File: src/hdl/scc_pkg.sv
// ----------------------------------------------------------------------------
// scc_pkg
// Shared types for the segment/circle crossing finder: controller states and
// the command/status bundles between controller and datapath.
// ----------------------------------------------------------------------------
package scc_pkg;

  // Controller states, one-hot
  typedef enum logic [10:0] {
    ST_IDLE   = 11'b000_0000_0001,
    ST_SQ_R   = 11'b000_0000_0010,
    ST_SQ_AC  = 11'b000_0000_0100,
    ST_SQ_BC  = 11'b000_0000_1000,
    ST_SQ_AB  = 11'b000_0001_0000,
    ST_ENTRY  = 11'b000_0010_0000,
    ST_LIM    = 11'b000_0100_0000,
    ST_PROBE  = 11'b000_1000_0000,
    ST_SQP    = 11'b001_0000_0000,
    ST_CMP    = 11'b010_0000_0000,
    ST_FINISH = 11'b100_0000_0000
  } state_e;

  // Operand pair fed to the two squarers
  typedef enum logic [2:0] {
    SQ_SEL_R  = 3'd0,  // radius, zero
    SQ_SEL_AC = 3'd1,  // start - center
    SQ_SEL_BC = 3'd2,  // end - center
    SQ_SEL_AB = 3'd3,  // end - start
    SQ_SEL_PC = 3'd4   // probe - center
  } sq_sel_e;

  // Register that captures the sum of the two squares
  typedef enum logic [2:0] {
    DST_NONE = 3'd0,
    DST_R2   = 3'd1,
    DST_AC   = 3'd2,
    DST_BC   = 3'd3,
    DST_LAB  = 3'd4
  } dst_e;

  typedef struct packed {
    logic    load;        // capture input beat
    sq_sel_e sq_sel;
    dst_e    dst;
    logic    round_init;  // reset f, step, limit, round count, in/out points
    logic    round_upd;   // apply inside/outside decision
    logic    out_load;    // write result register
  } cmd_t;

  typedef struct packed {
    logic entry_ok;   // start strictly inside, end strictly outside
    logic round_go;   // another bisection round is due
    logic out_free;   // result register can take a new beat
  } status_t;

endpackage

File: src/hdl/segment_circle_crossing_bisect.sv
// ----------------------------------------------------------------------------
// segment_circle_crossing_bisect
// Finds where a segment leaves a circle by bisection along the segment.
// ----------------------------------------------------------------------------
//  channel   dir  handshake                       payload
//  s_axis    in   s_axis_tvalid_i/s_axis_tready_o  tdata: segment + circle
//  m_axis    out  m_axis_tvalid_o/m_axis_tready_i  tdata: crossing, tuser: found
//
//  Sequencing: one item at a time; an item runs n bisection rounds, n up to
//  min(MAX_ROUNDS, FACTOR_FRAC_BITS), and a miss runs none. Each round is four
//  dependent register stages through the probe multiply, the shared squarers
//  and the compare.
//  Reset: async active low, clears the sequencer and the result valid.
//  Stalls: a result waits in its register while the next beat is accepted
//  and worked on; only the final write waits for the register to free up.
// ----------------------------------------------------------------------------
module segment_circle_crossing_bisect #(
  parameter int COORD_BITS       = 16,
  parameter int COORD_FRAC_BITS  = 4,
  parameter int FACTOR_FRAC_BITS = 16,
  parameter int MAX_ROUNDS       = 16
) (
  input  logic                     clk_i,
  input  logic                     rst_ni,
  input  logic                     s_axis_tvalid_i,
  output logic                     s_axis_tready_o,
  // start_x, start_y, end_x, end_y, center_x, center_y, radius, zero pad
  input  logic [((7*COORD_BITS+7)/8)*8-1:0] s_axis_tdata_i,
  output logic                     m_axis_tvalid_o,
  input  logic                     m_axis_tready_i,
  // cross_x, cross_y, zero pad
  output logic [((2*COORD_BITS+7)/8)*8-1:0] m_axis_tdata_o,
  // found
  output logic                     m_axis_tuser_o
);

  localparam int CB    = COORD_BITS;
  localparam int OUT_W = ((2*COORD_BITS+7)/8)*8;

  scc_pkg::cmd_t    cmd;
  scc_pkg::status_t status;
  logic signed [CB-1:0] cross_x, cross_y;

  scc_ctrl u_ctrl (
    .clk_i      (clk_i),
    .rst_ni     (rst_ni),
    .in_valid_i (s_axis_tvalid_i),
    .in_ready_o (s_axis_tready_o),
    .status_i   (status),
    .cmd_o      (cmd)
  );

  scc_dp #(
    .COORD_BITS       (COORD_BITS),
    .COORD_FRAC_BITS  (COORD_FRAC_BITS),
    .FACTOR_FRAC_BITS (FACTOR_FRAC_BITS),
    .MAX_ROUNDS       (MAX_ROUNDS)
  ) u_dp (
    .clk_i       (clk_i),
    .rst_ni      (rst_ni),
    .cmd_i       (cmd),
    .status_o    (status),
    .start_x_i   ($signed(s_axis_tdata_i[0*CB +: CB])),
    .start_y_i   ($signed(s_axis_tdata_i[1*CB +: CB])),
    .end_x_i     ($signed(s_axis_tdata_i[2*CB +: CB])),
    .end_y_i     ($signed(s_axis_tdata_i[3*CB +: CB])),
    .center_x_i  ($signed(s_axis_tdata_i[4*CB +: CB])),
    .center_y_i  ($signed(s_axis_tdata_i[5*CB +: CB])),
    .radius_i    (s_axis_tdata_i[6*CB +: CB]),
    .out_ready_i (m_axis_tready_i),
    .out_valid_o (m_axis_tvalid_o),
    .found_o     (m_axis_tuser_o),
    .cross_x_o   (cross_x),
    .cross_y_o   (cross_y)
  );

  // pack result beat, crossing x in the low bits
  assign m_axis_tdata_o = OUT_W'({cross_y, cross_x});

endmodule

File: src/hdl/scc_ctrl.sv
// ----------------------------------------------------------------------------
// scc_ctrl
// Sequencer: setup squares, entry test, bisection rounds, result write.
// ----------------------------------------------------------------------------
module scc_ctrl (
  input  logic               clk_i,
  input  logic               rst_ni,
  input  logic               in_valid_i,
  output logic               in_ready_o,
  input  scc_pkg::status_t   status_i,
  output scc_pkg::cmd_t      cmd_o
);

  scc_pkg::state_e state_q, state_d;

  assign in_ready_o = (state_q == scc_pkg::ST_IDLE);

  always_comb begin
    state_d           = state_q;
    cmd_o.load        = 1'b0;
    cmd_o.sq_sel      = scc_pkg::SQ_SEL_PC;
    cmd_o.dst         = scc_pkg::DST_NONE;
    cmd_o.round_init  = 1'b0;
    cmd_o.round_upd   = 1'b0;
    cmd_o.out_load    = 1'b0;
    unique case (state_q)
      scc_pkg::ST_IDLE: begin
        if (in_valid_i) begin
          cmd_o.load = 1'b1;
          state_d    = scc_pkg::ST_SQ_R;
        end
      end
      scc_pkg::ST_SQ_R: begin
        cmd_o.sq_sel = scc_pkg::SQ_SEL_R;
        state_d      = scc_pkg::ST_SQ_AC;
      end
      scc_pkg::ST_SQ_AC: begin
        cmd_o.sq_sel = scc_pkg::SQ_SEL_AC;
        cmd_o.dst    = scc_pkg::DST_R2;
        state_d      = scc_pkg::ST_SQ_BC;
      end
      scc_pkg::ST_SQ_BC: begin
        cmd_o.sq_sel = scc_pkg::SQ_SEL_BC;
        cmd_o.dst    = scc_pkg::DST_AC;
        state_d      = scc_pkg::ST_SQ_AB;
      end
      scc_pkg::ST_SQ_AB: begin
        cmd_o.sq_sel = scc_pkg::SQ_SEL_AB;
        cmd_o.dst    = scc_pkg::DST_BC;
        state_d      = scc_pkg::ST_ENTRY;
      end
      scc_pkg::ST_ENTRY: begin
        cmd_o.dst        = scc_pkg::DST_LAB;
        cmd_o.round_init = 1'b1;
        state_d = status_i.entry_ok ? scc_pkg::ST_LIM : scc_pkg::ST_FINISH;
      end
      scc_pkg::ST_LIM: begin
        state_d = status_i.round_go ? scc_pkg::ST_PROBE : scc_pkg::ST_FINISH;
      end
      scc_pkg::ST_PROBE: begin
        state_d = scc_pkg::ST_SQP;
      end
      scc_pkg::ST_SQP: begin
        state_d = scc_pkg::ST_CMP;
      end
      scc_pkg::ST_CMP: begin
        cmd_o.round_upd = 1'b1;
        state_d         = scc_pkg::ST_LIM;
      end
      scc_pkg::ST_FINISH: begin
        if (status_i.out_free) begin
          cmd_o.out_load = 1'b1;
          state_d        = scc_pkg::ST_IDLE;
        end
      end
      default: begin
        state_d = scc_pkg::ST_IDLE;
      end
    endcase
  end

  always_ff @(posedge clk_i or negedge rst_ni) begin
    if (!rst_ni) begin
      state_q <= scc_pkg::ST_IDLE;
    end else begin
      state_q <= state_d;
    end
  end

endmodule

File: src/hdl/scc_dp.sv
// ----------------------------------------------------------------------------
// scc_dp
// Datapath: two squarers, two probe multipliers, compare logic, bisection
// registers and the result register.
// ----------------------------------------------------------------------------
module scc_dp #(
  parameter int COORD_BITS       = 16,
  parameter int COORD_FRAC_BITS  = 4,
  parameter int FACTOR_FRAC_BITS = 16,
  parameter int MAX_ROUNDS       = 16
) (
  input  logic                         clk_i,
  input  logic                         rst_ni,
  input  scc_pkg::cmd_t                cmd_i,
  output scc_pkg::status_t             status_o,
  input  logic signed [COORD_BITS-1:0] start_x_i,
  input  logic signed [COORD_BITS-1:0] start_y_i,
  input  logic signed [COORD_BITS-1:0] end_x_i,
  input  logic signed [COORD_BITS-1:0] end_y_i,
  input  logic signed [COORD_BITS-1:0] center_x_i,
  input  logic signed [COORD_BITS-1:0] center_y_i,
  input  logic        [COORD_BITS-1:0] radius_i,
  input  logic                         out_ready_i,
  output logic                         out_valid_o,
  output logic                         found_o,
  output logic signed [COORD_BITS-1:0] cross_x_o,
  output logic signed [COORD_BITS-1:0] cross_y_o
);

  localparam int CB   = COORD_BITS;
  localparam int FFB  = FACTOR_FRAC_BITS;
  localparam int CAP  = (MAX_ROUNDS < FFB) ? MAX_ROUNDS : FFB;
  localparam int DW   = CB + 1;                      // coordinate difference
  localparam int SQW  = 2 * DW;                      // sum of two squares
  localparam int LIMW = 2 * CAP + 2 * COORD_FRAC_BITS - 1;
  localparam int CMPW = (SQW > LIMW) ? SQW : LIMW;
  localparam int PW   = DW + FFB + 1;                // d * f product
  localparam int KW   = $clog2(CAP + 2);

  // input and derived differences
  logic signed [CB-1:0]  ax_q, ay_q, bx_q, by_q;
  logic        [CB-1:0]  r_q;
  logic signed [DW-1:0]  acx_q, acy_q, bcx_q, bcy_q, dx_q, dy_q;

  // squares
  logic signed [DW-1:0]  sq_in0, sq_in1;
  logic        [DW-1:0]  mag0, mag1;
  logic        [SQW-1:0] sq0_q, sq1_q, sum_w;
  logic        [SQW-1:0] r2_q, dac_q, dbc_q, lab_q;

  // bisection
  logic        [FFB-1:0]  f_q, step_q;
  logic        [CMPW-1:0] lim_q;
  logic        [KW-1:0]   k_q;
  logic signed [PW-1:0]   prodx_q, prody_q, shx, shy, pfx, pfy, pcfx, pcfy;
  logic signed [CB-1:0]   px_q, py_q, inx_q, iny_q, outx_q, outy_q;
  logic signed [DW-1:0]   pcx_q, pcy_q, midx, midy;
  logic                   found_q, outside;
  logic                   out_valid_q;

  localparam logic signed [PW-1:0] HALF = PW'(1) <<< (FFB - 1);

  always_comb begin
    unique case (cmd_i.sq_sel)
      scc_pkg::SQ_SEL_R:  begin sq_in0 = $signed({1'b0, r_q}); sq_in1 = '0;    end
      scc_pkg::SQ_SEL_AC: begin sq_in0 = acx_q;                sq_in1 = acy_q; end
      scc_pkg::SQ_SEL_BC: begin sq_in0 = bcx_q;                sq_in1 = bcy_q; end
      scc_pkg::SQ_SEL_AB: begin sq_in0 = dx_q;                 sq_in1 = dy_q;  end
      scc_pkg::SQ_SEL_PC: begin sq_in0 = pcx_q;                sq_in1 = pcy_q; end
      default:            begin sq_in0 = pcx_q;                sq_in1 = pcy_q; end
    endcase
  end

  assign mag0  = sq_in0[DW-1] ? DW'(-sq_in0) : DW'(sq_in0);
  assign mag1  = sq_in1[DW-1] ? DW'(-sq_in1) : DW'(sq_in1);
  assign sum_w = sq0_q + sq1_q;

  // probe = a + floor((d*f + half) / 2^FFB), and the same offset from (a - c)
  assign shx  = (prodx_q + HALF) >>> FFB;
  assign shy  = (prody_q + HALF) >>> FFB;
  assign pfx  = PW'(ax_q) + shx;
  assign pfy  = PW'(ay_q) + shy;
  assign pcfx = PW'(acx_q) + shx;
  assign pcfy = PW'(acy_q) + shy;

  assign outside = (sum_w > r2_q);

  // floor midpoint of last inside and outside probes (segment ends before any)
  assign midx = (DW'(inx_q) + DW'(outx_q)) >>> 1;
  assign midy = (DW'(iny_q) + DW'(outy_q)) >>> 1;

  assign status_o.entry_ok = (dac_q < r2_q) && (dbc_q > r2_q);
  assign status_o.round_go = (k_q <= KW'(CAP)) && (CMPW'(lab_q) > lim_q);
  assign status_o.out_free = !out_valid_q || out_ready_i;

  // payload registers
  always_ff @(posedge clk_i) begin
    if (cmd_i.load) begin
      ax_q  <= start_x_i;
      ay_q  <= start_y_i;
      bx_q  <= end_x_i;
      by_q  <= end_y_i;
      r_q   <= radius_i;
      acx_q <= DW'(start_x_i) - DW'(center_x_i);
      acy_q <= DW'(start_y_i) - DW'(center_y_i);
      bcx_q <= DW'(end_x_i) - DW'(center_x_i);
      bcy_q <= DW'(end_y_i) - DW'(center_y_i);
      dx_q  <= DW'(end_x_i) - DW'(start_x_i);
      dy_q  <= DW'(end_y_i) - DW'(start_y_i);
    end

    sq0_q   <= SQW'(mag0) * SQW'(mag0);
    sq1_q   <= SQW'(mag1) * SQW'(mag1);
    prodx_q <= dx_q * $signed({1'b0, f_q});
    prody_q <= dy_q * $signed({1'b0, f_q});
    px_q    <= pfx[CB-1:0];
    py_q    <= pfy[CB-1:0];
    pcx_q   <= pcfx[DW-1:0];
    pcy_q   <= pcfy[DW-1:0];

    unique case (cmd_i.dst)
      scc_pkg::DST_NONE: ;
      scc_pkg::DST_R2:   r2_q  <= sum_w;
      scc_pkg::DST_AC:   dac_q <= sum_w;
      scc_pkg::DST_BC:   dbc_q <= sum_w;
      scc_pkg::DST_LAB:  lab_q <= sum_w;
      default: ;
    endcase

    if (cmd_i.round_init) begin
      found_q <= status_o.entry_ok;
      f_q     <= FFB'(1) << (FFB - 1);
      step_q  <= FFB'(1) << (FFB - 2);
      lim_q   <= CMPW'(1) << (2 * COORD_FRAC_BITS);
      inx_q   <= ax_q;
      iny_q   <= ay_q;
      outx_q  <= bx_q;
      outy_q  <= by_q;
    end else if (cmd_i.round_upd) begin
      step_q <= step_q >> 1;
      lim_q  <= lim_q << 2;
      if (outside) begin
        outx_q <= px_q;
        outy_q <= py_q;
        f_q    <= f_q - step_q;
      end else begin
        inx_q <= px_q;
        iny_q <= py_q;
        f_q   <= f_q + step_q;
      end
    end

    if (cmd_i.out_load) begin
      found_o   <= found_q;
      cross_x_o <= found_q ? midx[CB-1:0] : '0;
      cross_y_o <= found_q ? midy[CB-1:0] : '0;
    end
  end

  // control registers
  always_ff @(posedge clk_i or negedge rst_ni) begin
    if (!rst_ni) begin
      out_valid_q <= 1'b0;
      k_q         <= '0;
    end else begin
      if (cmd_i.out_load) begin
        out_valid_q <= 1'b1;
      end else if (out_ready_i) begin
        out_valid_q <= 1'b0;
      end
      if (cmd_i.round_init) begin
        k_q <= KW'(1);
      end else if (cmd_i.round_upd) begin
        k_q <= k_q + KW'(1);
      end
    end
  end

  assign out_valid_o = out_valid_q;

  // a held result is never overwritten
  assert property (@(posedge clk_i) disable iff (!rst_ni)
    cmd_i.out_load |-> (!out_valid_q || out_ready_i))
    else $error("result register overwritten while held");

  // rounds never run past the cap
  assert property (@(posedge clk_i) disable iff (!rst_ni)
    cmd_i.round_upd |-> (k_q <= KW'(CAP)))
    else $error("bisection round beyond cap");

  // a miss always reports the origin
  assert property (@(posedge clk_i) disable iff (!rst_ni)
    cmd_i.out_load && !found_q |=> (cross_x_o == '0) && (cross_y_o == '0))
    else $error("miss with nonzero crossing");

endmodule
File: config.mk
export PLATFORM = sky130hd
export DESIGN_NAME = segment_circle_crossing_bisect
export DESIGN_NICKNAME = d
export VERILOG_FILES = /design/src/hdl/scc_pkg.sv /design/src/hdl/segment_circle_crossing_bisect.sv /design/src/hdl/scc_ctrl.sv /design/src/hdl/scc_dp.sv
export SDC_FILE = /design/constraint.sdc
export NUM_CORES = 2
export LEC_CHECK = 0
export BUFFER_PORTS_ARGS = -buffer_cell sky130_fd_sc_hd__buf_2
export CAP_MARGIN = 20
export CELL_PAD_IN_SITES_DETAIL_PLACEMENT = 1
export CELL_PAD_IN_SITES_GLOBAL_PLACEMENT = 1
export CORE_MARGIN = 2
export CORE_UTILIZATION = 30
export CTS_CLUSTER_SIZE = 30
export DETAILED_ROUTE_END_ITERATION = 7
export PLACE_DENSITY_LB_ADDON = 0.1
export SKIP_LAST_GASP = 1
export SLEW_MARGIN = 20
export SYNTH_ARGS = -nofsm -noshare
export SYNTH_HDL_FRONTEND = slang
export SYNTH_SLANG_ARGS = --single-unit
File: constraint.sdc
create_clock -name clk_i -period 12.6 [get_ports clk_i]
set_clock_uncertainty 0.15 [all_clocks]
set_input_delay 1.89 -clock clk_i [delete_from_list [all_inputs] [get_ports clk_i]]
set_output_delay 1.89 -clock clk_i [all_outputs]
set_load 0.02 [all_outputs]
[Word-level counts from Yosys, hierarchy flattened]
Index checks and enable logic that the tools add are counted.
Storage, ports and cells
  register bits: 680
  latch bits: 0
  memory bits (writable): 0
  bits in read-only memories: 0
  output and inout port bits: 35
  memories: 0
Cells by class
  add/sub/neg operators: 20
  multipliers: 4
  divide/modulo/power cells: 0
  $lt $le $gt $ge: 5
  equal/unequal tests: 21
  shift-type cells: 0
  multiplexer cells: 34
  bitwise gates (word level): 0
  reduce and logical (&&, ||, !) cells: 11
Operators with widths (count)
  2-to-1 mux 16 bit: 13
  one-hot mux 17 bit (4 select lines): 2
  one-hot mux 11 bit (11 select lines): 1
  subtractor 16 x 16 -> 17 bit: 6
  > comparator 34 bit: 2
  multiplier 17 x 17 -> 34 bit: 2
  adder 33 x 17 -> 33 bit, second input constant: 2
  multiplier 17 x 17 -> 33 bit: 2
  2-to-1 mux 11 bit: 4
  > comparator 34 x 39 -> 1 bit: 1
  adder 16 x 16 -> 17 bit: 2
  adder 17 bit: 2
  adder 34 bit: 1
  < comparator 34 bit: 1
  2-to-1 mux 17 bit: 2
  negator 17 bit: 2
  adder 16 bit: 2
  one-hot mux 3 bit (4 select lines): 2
  adder 16 x 15 -> 16 bit: 1
  subtractor 16 x 15 -> 16 bit: 1
  equality test 3 x 2 -> 1 bit, second input constant: 4
  equality test 11 x 1 -> 1 bit, second input constant: 1
  equality test 11 x 10 -> 1 bit, second input constant: 1
  equality test 11 bit, second input constant: 1
  21 further kinds: 37

[Longest topological paths before layout]
  depth in word-level cells: 7
  gate-level depth with buffers: 42
  gate-level depth less buffers: 35

[Hierarchy]
From an unflattened synthesis, not the netlist that was laid out.
Unflattened totals
  cells, all modules: 7034
  area total of the unflattened synthesis: 69827.0 um^2
By module, submodules not included
  scc_dp: instances 1, cells each 6967, area each 69138.8 um^2, seq. area each 16646.0 um^2
  scc_ctrl: instances 1, cells each 67, area each 688.2 um^2, seq. area each 276.5 um^2

[Worst setup path after synthesis]
OpenSTA, ideal clock, no wires.
  path kind: flip-flop to flip-flop
  from: register u_ctrl.state_q[0]
  to: register u_dp.sq1_q[31]
  arrival time: 9.621 ns
  path slack: 2.757 ns
  stages on the path, launching flop included: 41
  clock period less this slack: 9.843 ns
  cell sequence: dfstp_2 -> clkbuf_1 -> or2_2 -> clkbuf_1 -> nor4_4 -> nor3_2 -> buf_2 -> buf_1 -> clkbuf_1 -> a21o_1 -> clkbuf_1 -> inv_1 -> clkbuf_1 -> ha_1 -> nand2_1 -> nand2_1 -> xor2_1 -> clkinv_1 -> (+5 left out) -> inv_1 -> fa_1 -> inv_1 -> fa_1 -> fa_1 -> inv_1 -> fa_1 -> inv_1 -> ha_1 -> a21oi_1 -> o31ai_1 -> a211oi_1 -> o21ai_0 -> a41o_1 -> a2111o_1 -> a31o_2 -> a21oi_1 -> xnor2_1
On the way
  cells in the longest elaborated chain, start to end: 7
RTL lines
  from (decl): line scc_ctrl.sv:14  | scc_pkg::state_e state_q, state_d;
  from (signal assigned): line scc_ctrl.sv:84  | state_q <= scc_pkg::ST_IDLE;
  from (signal assigned): line scc_ctrl.sv:86  | state_q <= state_d;
  equality test 11 x 5 -> 1 bit (tied with other cells): line scc_ctrl.sv:26  | unique case (state_q)
  one-hot mux 3 bit (4 select lines) (*): line scc_ctrl.sv:26
  equality test 3 x 2 -> 1 bit (tied with other cells): line scc_dp.sv:64  | unique case (cmd_i.sq_sel)
  one-hot mux 17 bit (4 select lines) (*): line scc_dp.sv:64
  negator 17 bit: line scc_dp.sv:75  | assign mag1 = sq_in1[DW-1] ? DW'(-sq_in1) : DW'(sq_in1);
  2-to-1 mux 17 bit (*): line scc_dp.sv:75
  via u_dp.mag1[0]: line scc_dp.sv:47  | logic [DW-1:0] mag0, mag1;
  multiplier 17 x 17 -> 34 bit (*): line scc_dp.sv:113  | sq1_q <= SQW'(mag1) * SQW'(mag1);
  to (signal assigned): line scc_dp.sv:113
  to (decl): line scc_dp.sv:48  | logic [SQW-1:0] sq0_q, sq1_q, sum_w;
Mark *: on every way through the listed nets, which the timed path passes. The rest lies on a longest branch.
A chain may end at the register's enable or synchronous reset.

[Worst setup path after layout]
  from: register u_ctrl.state_q[2]
  to: register u_dp.sq0_q[32]
On the way
  cells in the longest elaborated chain, start to end: 7
RTL lines
  equality test 11 x 5 -> 1 bit (tied with other cells): line scc_ctrl.sv:26
  one-hot mux 3 bit (4 select lines) (*): line scc_ctrl.sv:26
  equality test 3 x 2 -> 1 bit (tied with other cells): line scc_dp.sv:64
  one-hot mux 17 bit (4 select lines) (*): line scc_dp.sv:64
  negator 17 bit: line scc_dp.sv:74  | assign mag0 = sq_in0[DW-1] ? DW'(-sq_in0) : DW'(sq_in0);
  2-to-1 mux 17 bit (*): line scc_dp.sv:74
  multiplier 17 x 17 -> 34 bit (*): line scc_dp.sv:112  | sq0_q <= SQW'(mag0) * SQW'(mag0);
  to (signal assigned): line scc_dp.sv:112
  to (decl): line scc_dp.sv:48
Mark *: on every way between the ends. The rest lies on a longest branch, timed or not.

==> results.py <==
metrics = {
    "clock_network": {
        "htreeDepth": 3,
        "cts-buffers-inserted": 82,
        "post_cts_resized": 0,
        "clk_pin_slew_ns": 0.06,
        "insertion_delay_ns": 0.75,
        "clock_path_buffers": 3,
        "cts_tree": "built",
        "postCtsSetupBuffers": 0,
        "cts_hold_buf": 0,
        "root_buffer": "clkbuf_16",
        "cts.sinks": 633,
    },
    "layout": {
        "seqCellArea_mm2": 0.0169,
        "multi_input_area_mm2": 0.0465,
        "nNetsFinal": 9100,
        "final_area_mm2": 0.0771,
        "final_cell_mix": "1,418 x inv_1, 939 x fa_1, 823 x nand2_1, 732 x ha_1, 416 x edfxtp_1",
        "syn_to_final_growth_pct": 11.0,
        "final_common_cell": "inv_1",
        "nFillCells": 26324,
        "drive_above_1_share": 0.0622,
    },
    "floorplan": {
        "initial_utilization": 0.302,
        "rows": 176,
        "fp.coreArea_mm2": 0.230,
        "chipWidth_um": 485,
        "io-pin-count": 151,
        "die_area_mm2": 0.235,
        "die_y_um": 485,
    },
    "sta": {
        "setup_viol": 0,
        "slew_headroom": 0.230,
        "fmax_ghz": 0.0909,
        "setup_tns_ns": 0,
        "post-route-period-util": 0.873,
        "slew_violations": 0,
        "grt_setup_unrepaired": "no",
        "setup_slack_ns": 1.60,
        "tightest_slew_ns": 1.15,
        "hold_slack_ns": 0.310,
        "hold_violations": 0,
        "period_needed_ns": 11.00,
    },
    "drt": {
        "ant_nets": 0,
        "num_vias": 49866,
        "route.met2.wl_mm": 110,
        "wl_met3_mm": 6.35,
        "drt_iter0_drc": 2526,
        "top_layer_used": "met4",
        "met1_length_mm": 109,
        "wl_per_cell_um": 22.0,
        "drc": 0,
        "vias_per_cell": 4.79,
        "first_pass_iters": 5,
        "drt-total-wl_mm": 229,
    },
    "place": {
        "port_buffers": 150,
        "dpl.hpwl_mm": 184,
        "gp_congestion": 0.852,
        "place_ws_ns": 1.65,
        "dpl-instance-area_mm2": 0.0742,
    },
    "yosys": {
        "synth_largest_area_cell": "fa_1",
        "synth_area_mm2": 0.0694,
        "syn_area_per_cell_um2": 9.72,
        "synth_warnings": 0,
        "synth_seq_cells": 633,
        "synth_edf_count": 416,
        "synth.area.top_cells": "fa_1 27%, edfxtp_1 18%, ha_1 13%",
        "async_reset_ff_frac": 0.0269,
        "synth_top_area_frac": 0.271,
        "ys_seq_area_frac": 0.244,
        "syn_inst": 7135,
        "synth_cell_types": 87,
        "ys.flop_type": "edfxtp_1",
    },
    "critical_path": {
        "crit_path_max_fanout": 26,
        "critPathMaxStageDelay_ns": 0.73,
        "required_ns": 13.06,
        "cp.arrival_ns": 11.46,
        "crit_path_start_kind": "flip-flop",
        "crit_slowest_cell": "nor4_4",
        "end_kind": "flip-flop",
        "critPathKind": "reg2reg",
    },
    "outcome": {
        "status": "completed",
    },
    "global_route": {
        "grt.overflow.total": 0,
        "grt_use_total": 0.198,
        "grt_pass1_wl_mm": 351,
        "grt_pass1_vias": 55798,
        "grt_start_max_net_pins": 150,
        "antenna_found_initial": 29,
    },
    "worst_hold_path": {
        "min_path_type": "reg2reg",
    },
    "flow_run": {
        "cap_violations": 0,
    },
}
final cells by class:
| class | instances | share of cell area |
|---|---|---|
| multi-input combinational | 4906 | 0.604 |
| inverter | 1429 | 0.0696 |
| antenna | 9 | 0.000292 |
| clock inverter | 47 | 0.00747 |
| sequential | 633 | 0.220 |
| clock buffer | 104 | 0.0290 |
| tap | 3026 | 0.0491 |
| timing repair buffer | 261 | 0.0207 |
logic make-up (layout without fill, tap and decap cells):
group | Yosys count | in the layout | share of synthesized area
adders and majority gates | 1671 | 1671 | 0.403
and+or+nand+nor | 1944 | 1944 | 0.133
muxes | 3 | 3 | 0.000469
xor gates and xnor gates | 370 | 370 | 0.0469
DFF | 633 | 633 | 0.244
other | 2 | 33 | 0.000108
buffers and inverters | 1618 | 1841 | 0.0879
AOI/OAI and AO/OA | 894 | 894 | 0.0853
state kept, by name, indices dropped and copies added (netlist names), 18 cells and up:
signal / cells
u_dp.dac_q: 34
u_dp.r2_q: 34
u_dp.prody_q: 18
u_dp.dbc_q: 34
u_dp.lab_q: 34
u_dp.sq1_q: 33
u_dp.prodx_q: 18
u_dp.sq0_q: 33
critical path, delay by kind of cell, from the launching register on:
family / cells / cell delay, ns
AND/OR/NAND/NOR: 7 / 1.79
XOR/XNOR: 2 / 0.35
flip-flops: 1 / 0.69
buffers and inverters: 9 / 1.61
adder cells (fa/ha/maj): 8 / 3.66
AO/OA/AOI/OAI: 10 / 2.61
metrics by stage:
| step | utilization | cells |
|---|---|---|
| global placement | 0.323 | 10255 |
| global route | 0.335 | 10408 |
| detailed placement | 0.323 | 10255 |
| CTS | 0.335 | 10406 |
| finish | 0.335 | 10415 |
| floorplan | - | 7157 |
Yosys cell counts (27+ instances only):
cell type  instances
inv_1           1418
clkbuf_1         179
a21o_1           112
dfxtp_1          200
edfxtp_1         416
nand3b_1          27
xnor2_1          264
fa_1             939
nor2_1           351
nand3_1           89
o21a_1            33
and2_1           264
nor2b_1           59
a211oi_1          33
o21bai_1          37
o21ai_0          174
a31oi_1           28
a21boi_0          29
and3_1            53
nand4_1           51
a21oi_1          230
nand2_1          824
o211ai_1          27
xor2_1           104
ha_1             732
nor3_1            88
path summary, 6_finish.rpt:
check	depth (start not counted)	start	slack [ns]	to
max in group asynchronous	1	rst_ni	10.59	u_dp.k_q[1]
hold / removal	2	u_dp.step_q[8]	0.31	u_dp.step_q[8]
hold reg to reg	2	u_dp.step_q[8]	0.31	u_dp.step_q[8]
setup reg to reg	36	u_ctrl.state_q[2]	1.60	u_dp.sq0_q[32]
min in group asynchronous	1	rst_ni	1.13	u_ctrl.state_q[1]
setup / recovery	36	u_ctrl.state_q[2]	1.60	u_dp.sq0_q[32]
layer usage:
layer  track usage  vias up
li1              -    23240
met1         0.272    25798
met2         0.337      642
met3        0.0180      186
met4        0.0433        0
met5             0        -
Power is not shown: default switching activity piles up to over one toggle a cycle in this logic, so the estimate is an artifact.
